--- src/rtl/core/xpf_pkg.sv ---
// xpf_pkg: shared types and constants for the xor pair parity fec encoder
// used by xpf_cell, xpf_ctrl and xor_pair_parity_fec_encoder_top; no dependencies
package xpf_pkg;

  localparam int WORD_W            = 32;
  localparam int PAYLOAD_WORDS_DEF = 40;
  localparam logic [WORD_W-1:0] PARITY_FLAG = 32'h8000_0000;

  // per-beat control broadcast to every cell of the payload chain
  typedef struct packed {
    logic load;   // header beat: working copy takes the stored previous payload
    logic shift;  // payload beat: working and current lines move one cell to the head
    logic swap;   // last payload beat: current payload becomes the previous one
  } xpf_cell_ctl_t;

  typedef struct packed {
    logic              fwd_valid;
    logic [WORD_W-1:0] fwd_word;
    logic              fwd_last;
    logic              fec_valid;
    logic [WORD_W-1:0] fec_word;
    logic              fec_last;
    logic              discard;
  } xpf_result_t;

endpackage

--- src/rtl/core/xor_pair_parity_fec_encoder_top.sv ---
// Packet words stream in one per cycle while the output is not stalled, and each
// accepted beat gives one result beat in the next cycle, carrying the forwarded word
// and, for odd sequence numbers, the parity word (header with bit 31 set, then
// previous full payload XOR current payload). Throughput is one word per clock
// unless out_ready holds the single output register full; input ready follows
// output ready when that register is full. The previous payload sits in a chain of
// PAYLOAD_WORDS cells that shifts towards cell 0 on each payload beat; reset clears it.
// Depends on xpf_pkg, xpf_cell and xpf_ctrl.
module xor_pair_parity_fec_encoder_top #(
  parameter int PAYLOAD_WORDS = xpf_pkg::PAYLOAD_WORDS_DEF
) (
  input  logic                       clk,
  input  logic                       rst,
  input  logic                       in_valid,
  output logic                       in_ready,
  input  logic [xpf_pkg::WORD_W-1:0] word,
  input  logic                       end_of_packet,
  output logic                       out_valid,
  input  logic                       out_ready,
  output logic                       fwd_valid,
  output logic [xpf_pkg::WORD_W-1:0] fwd_word,
  output logic                       fwd_last,
  output logic                       fec_valid,
  output logic [xpf_pkg::WORD_W-1:0] fec_word,
  output logic                       fec_last,
  output logic                       discard
);
  import xpf_pkg::*;

  xpf_cell_ctl_t     ctl;
  xpf_result_t       result;
  logic [WORD_W-1:0] work_q [PAYLOAD_WORDS];
  logic [WORD_W-1:0] cur_q  [PAYLOAD_WORDS];

  xpf_ctrl #(
    .PAYLOAD_WORDS(PAYLOAD_WORDS)
  ) u_ctrl (
    .clk          (clk),
    .rst          (rst),
    .in_valid     (in_valid),
    .in_ready     (in_ready),
    .word         (word),
    .end_of_packet(end_of_packet),
    .prev_head    (work_q[0]),
    .ctl          (ctl),
    .out_valid    (out_valid),
    .out_ready    (out_ready),
    .result       (result)
  );

  for (genvar k = 0; k < PAYLOAD_WORDS; k++) begin : g_cell
    logic [WORD_W-1:0] work_in, cur_in;
    if (k == PAYLOAD_WORDS - 1) begin : g_tail
      // the incoming word enters at the tail of the chain
      assign work_in = '0;
      assign cur_in  = word;
    end else begin : g_mid
      assign work_in = work_q[k+1];
      assign cur_in  = cur_q[k+1];
    end
    xpf_cell u_cell (
      .clk    (clk),
      .rst    (rst),
      .ctl    (ctl),
      .work_in(work_in),
      .cur_in (cur_in),
      .work   (work_q[k]),
      .cur    (cur_q[k])
    );
  end

  assign fwd_valid = result.fwd_valid;
  assign fwd_word  = result.fwd_word;
  assign fwd_last  = result.fwd_last;
  assign fec_valid = result.fec_valid;
  assign fec_word  = result.fec_word;
  assign fec_last  = result.fec_last;
  assign discard   = result.discard;

`ifndef SYNTHESIS
  a_beat_gives_result: assert property (@(posedge clk) disable iff (rst)
    (in_valid && in_ready) |=> out_valid)
    else $error("accepted beat gave no result");

  a_empty_takes_input: assert property (@(posedge clk) disable iff (rst)
    !out_valid |-> in_ready)
    else $error("input stalled with empty output register");

  a_fec_with_fwd: assert property (@(posedge clk) disable iff (rst)
    (out_valid && fec_valid) |-> fwd_valid)
    else $error("parity word without forwarded word");

  a_discard_on_last: assert property (@(posedge clk) disable iff (rst)
    (out_valid && discard) |-> (fwd_last && (fec_last == fec_valid)))
    else $error("discard not on final beat");

  a_header_parity: assert property (@(posedge clk) disable iff (rst)
    (in_valid && in_ready && ctl.load && word[0]) |=> (fec_valid && fec_word[31]))
    else $error("odd header without parity header");
`endif

endmodule

--- src/rtl/core/xpf_cell.sv ---
// xpf_cell: one payload word slot of the chain (previous, working and current word)
// depends on xpf_pkg
module xpf_cell (
  input  logic                       clk,
  input  logic                       rst,
  input  xpf_pkg::xpf_cell_ctl_t     ctl,
  input  logic [xpf_pkg::WORD_W-1:0] work_in,
  input  logic [xpf_pkg::WORD_W-1:0] cur_in,
  output logic [xpf_pkg::WORD_W-1:0] work,
  output logic [xpf_pkg::WORD_W-1:0] cur
);
  import xpf_pkg::*;

  logic [WORD_W-1:0] prev;

  // previous full payload, cleared at reset
  always_ff @(posedge clk) begin
    if (rst) begin
      prev <= '0;
    end else if (ctl.swap) begin
      prev <= cur_in;
    end
  end

  // working copy walks to the head so the matching previous word is always at cell 0
  always_ff @(posedge clk) begin
    if (ctl.load) begin
      work <= prev;
    end else if (ctl.shift) begin
      work <= work_in;
    end
  end

  always_ff @(posedge clk) begin
    if (ctl.shift) begin
      cur <= cur_in;
    end
  end

endmodule

--- src/rtl/core/xpf_ctrl.sv ---
// xpf_ctrl: word position tracking, parity word forming and the output register
// depends on xpf_pkg
module xpf_ctrl #(
  parameter int PAYLOAD_WORDS = xpf_pkg::PAYLOAD_WORDS_DEF
) (
  input  logic                       clk,
  input  logic                       rst,
  input  logic                       in_valid,
  output logic                       in_ready,
  input  logic [xpf_pkg::WORD_W-1:0] word,
  input  logic                       end_of_packet,
  input  logic [xpf_pkg::WORD_W-1:0] prev_head,
  output xpf_pkg::xpf_cell_ctl_t     ctl,
  output logic                       out_valid,
  input  logic                       out_ready,
  output xpf_pkg::xpf_result_t       result
);
  import xpf_pkg::*;

  localparam int PW = $clog2(PAYLOAD_WORDS + 2);
  localparam logic [PW-1:0] LAST_POS = PW'(PAYLOAD_WORDS);

  logic [PW-1:0] pos, pos_next;
  logic          odd;
  logic          beat, at_hdr, at_pay, at_last, at_ovf, odd_eff;
  xpf_result_t   res_next;

  assign beat    = in_valid & in_ready;
  assign in_ready = ~out_valid | out_ready;
  assign at_hdr  = (pos == '0);
  assign at_last = (pos == LAST_POS);
  assign at_pay  = ~at_hdr & (pos <= LAST_POS);
  assign at_ovf  = ~at_hdr & ~at_pay;
  assign odd_eff = at_hdr ? word[0] : odd;

  assign ctl.load  = beat & at_hdr;
  assign ctl.shift = beat & at_pay;
  assign ctl.swap  = beat & at_last;

  // once past the last payload word the position sticks until end of packet
  assign pos_next = end_of_packet ? '0 : (at_ovf ? pos : pos + PW'(1));

  always_ff @(posedge clk) begin
    if (rst) begin
      pos <= '0;
      odd <= 1'b0;
    end else if (beat) begin
      pos <= pos_next;
      if (at_hdr) begin
        odd <= word[0];
      end
    end
  end

  always_comb begin
    res_next.fwd_valid = at_hdr | at_pay;
    res_next.fwd_word  = res_next.fwd_valid ? word : '0;
    res_next.fwd_last  = (at_hdr & end_of_packet) | (at_pay & (at_last | end_of_packet));
    res_next.fec_valid = res_next.fwd_valid & odd_eff;
    if (!res_next.fec_valid) begin
      res_next.fec_word = '0;
    end else if (at_hdr) begin
      res_next.fec_word = word | PARITY_FLAG;
    end else begin
      res_next.fec_word = prev_head ^ word;
    end
    res_next.fec_last  = res_next.fwd_last & odd_eff;
    res_next.discard   = (at_hdr | (at_pay & ~at_last)) & end_of_packet;
  end

  always_ff @(posedge clk) begin
    if (rst) begin
      out_valid <= 1'b0;
    end else if (in_ready) begin
      out_valid <= in_valid;
    end
  end

  always_ff @(posedge clk) begin
    if (beat) begin
      result <= res_next;
    end
  end

endmodule

--- config.mk ---
export PLATFORM = sky130hd
export DESIGN_NAME = xor_pair_parity_fec_encoder_top
export DESIGN_NICKNAME = d
export VERILOG_FILES = /design/src/rtl/core/xpf_pkg.sv /design/src/rtl/core/xor_pair_parity_fec_encoder_top.sv /design/src/rtl/core/xpf_cell.sv /design/src/rtl/core/xpf_ctrl.sv
export SDC_FILE = /design/constraint.sdc
export NUM_CORES = 2
export LEC_CHECK = 0
export BUFFER_PORTS_ARGS = -buffer_cell sky130_fd_sc_hd__buf_4
export CORE_ASPECT_RATIO = 1.5
export CORE_UTILIZATION = 57
export DETAILED_ROUTE_END_ITERATION = 10
export PLACE_DENSITY = 0.87
export SLEW_MARGIN = 20
export SYNTH_ARGS = -nofsm -noshare
export SYNTH_HDL_FRONTEND = slang
export SYNTH_HIERARCHICAL = 1
export SYNTH_SLANG_ARGS = --single-unit
--- constraint.sdc ---
create_clock -name clk -period 118.8 [get_ports clk]
set_input_delay 29.7 -clock clk [delete_from_list [all_inputs] [get_ports clk]]
set_output_delay 29.7 -clock clk [all_outputs]
set_load 0.02 [all_outputs]
==> impl_metrics.ini <==
[placed_design]
dpl_cell_area_sq_um = 148000
pre_cts_slack_ns = 58.67
gp_congestion = 0.894
place_hpwl_um = 163000
portBuffers = 107

[setup_path]
cp_max_fo = 5
cp_num_buf_inv = 2
worstSetupEndpointType = primary output
path_class = input pin to primary output
critPathTopFamily = buffers and inverters
crit_chain = buf_4 > nand2b_1 > buf_4
worst_path_max_delay_cell = nand2b_1
crit_top_cell = buf_4
worstSetupStartpointType = input pin
worst-endpoint-required_ns = 89.10
arrival_ns = 30.42
max_stage_delay_ns = 0.33

[sta]
hold_violations = 0
max_freq_mhz = 16.6
finalMaxSlewViolations = 0
fin_skew_ns = 0.0364
final.period_utilization_pct = 50.6
tightestPinTransition_ns = 1.38
whs_ns = 0.442
setup_viol = 0
relSlewSlack_pct = 7.71
fin_crit_ns = 60.12
tns_ns = 0
rsz0062_at_grt = false
fin_ws_ns = 58.68

[global_routing]
grtUsageTotal_pct = 22.9
grt_pass1_wl_um = 461000
grt_antenna_before_repair = 3
overflow = 0
grt_pass1_vias = 75600
grt_start_max_net_pins = 198

[routing]
drt_pre_antenna_iters = 6
first_iter_violations = 6598
ant_nets = 0
drt_wl_total_um = 303000
dr_total_vias = 71100
wl_per_cell_um = 25.0
remaining_drc_errors = 0
via_per_inst = 5.85

[power]
pwr-share-seq_pct = 55.6
p_switching_uw = 604
p_comb_share_pct = 6.2
p_int_mw = 2.21
leakage_nw = 55.5
ir_drop_mv = 0.0131
pwr-share-clk_pct = 38.2
cellPowerDensity_nw_per_um2 = 17.7
swShare_pct = 21.5

[finish]
drive_above_1_share_pct = 22.7
layout_commonest_cell = edfxtp_1
mostFrequentLayoutCells = edfxtp_1, dfxtp_1, nor2_1, mux2i_1, mux2_4
syn_to_final_growth_pct = 7.91
multiInputGateArea_sq_um = 38100
regArea_sq_um = 104000
final_nets = 8601
fillCellCount = 15900
final_area_sq_um = 158000

[clock_tree]
h-tree-depth = 5
clock-sinks = 3885
post-cts-setup-buffers = 0
cts_root_buf = clkbuf_16
cts_tree = built
cts_buffer_depth = 4
insertion_delay_ns = 0.86
ctsResizeCount = 0
cts_inserted_buffers = 315
hold_buffers = 0
path_clk_slew_ns = 0.07

[floorplan]
row_count = 227
fp.dieArea_sq_um = 260000
fp.dieW_um = 416
start_util_pct = 57.4
core_sq_um = 256000
die_h_um = 624
ios = 108

[yosys]
yosys_warnings = 6
syn_area_per_cell_sq_um = 17.4
synthesis.area_sq_um = 147000
syn_inst = 8456

[outcome]
status = finished clean

[job]
drv_cap = 0

[worst_hold_path]
min_path_type = flop to flop
## state kept, by name, summed over array words and instances (netlist names)
name                cells
u_ctrl/pos              6
g_cell.u_cell/prev   1280
g_cell.u_cell/work   1280
u_ctrl/out_valid        1
u_ctrl/result          69
g_cell.u_cell/cur    1248
u_ctrl/odd              1
## metal layers
layer  GRT usage, %  up-vias  wire (um)
met2           40.8     2914     159000
li1               -    31000          -
met5              0        -          0
met3           2.98      634      17600
met4           10.7        0      14900
met1           27.4    36600     112000
## worst paths after layout
kind                            start                   endpoint  slack (ns)  cells past startpoint
max                         out_ready                   in_ready       58.68                      3
min          g_cell[36].u_cell/cur[1]   g_cell[35].u_cell/cur[1]        0.44                      0
max reg2reg             u_ctrl/pos[0]  g_cell[18].u_cell/work[1]      111.18                     15
min reg2reg  g_cell[36].u_cell/cur[1]   g_cell[35].u_cell/cur[1]        0.44                      0
## metrics by stage
| step | std cells | power [mW] | utilization, % |
|---|---|---|---|
| final | 12100 | 2.81 | 62.0 |
| after global routing | 12100 | 2.88 | 62.0 |
| after CTS | 12100 | 2.82 | 62.0 |
| after detailed placement | 11600 | 1.76 | 57.9 |
| after global placement | 11600 | 1.75 | 57.9 |
| after floorplan | 8487 | 1.74 | - |
## power groups by stage
stage | sequential (mW) | combinational (mW) | clock, mW
4_1_cts | 1.56 | 0.173 | 1.08
3_5_place_dp | 1.59 | 0.169 | 0
3_3_place_gp | 1.58 | 0.165 | 0
5_1_grt | 1.57 | 0.181 | 1.13
6_report | 1.56 | 0.173 | 1.07
2_1_floorplan | 1.60 | 0.143 | 0
## area by class of cell
cell class,instances,share of cell area (%)
timing repair buffer,225,1.19
multi-input combinational,4125,24.1
antenna,2,0.00316
sequential,3885,65.5
tap,3320,2.62
clock buffer,439,5.72
clock inverter,135,0.905
inverter,10,0.0237
## worst reg2reg max path, cell delays in order (launching register included)
cell	delay, ns
dfxtp_1	0.34
inv_1	0.09
ha_1	0.21
nor4b_4	0.20
buf_4	0.38
nand2_1	0.21
nor2_4	0.17
buf_12	0.39
buf_12	0.81
buf_4	0.77
buf_4	0.75
buf_4	0.67
buf_4	0.70
buf_4	0.77
or2_1	0.26
buf_4	0.49
Power figures use the tool's default switching activity.
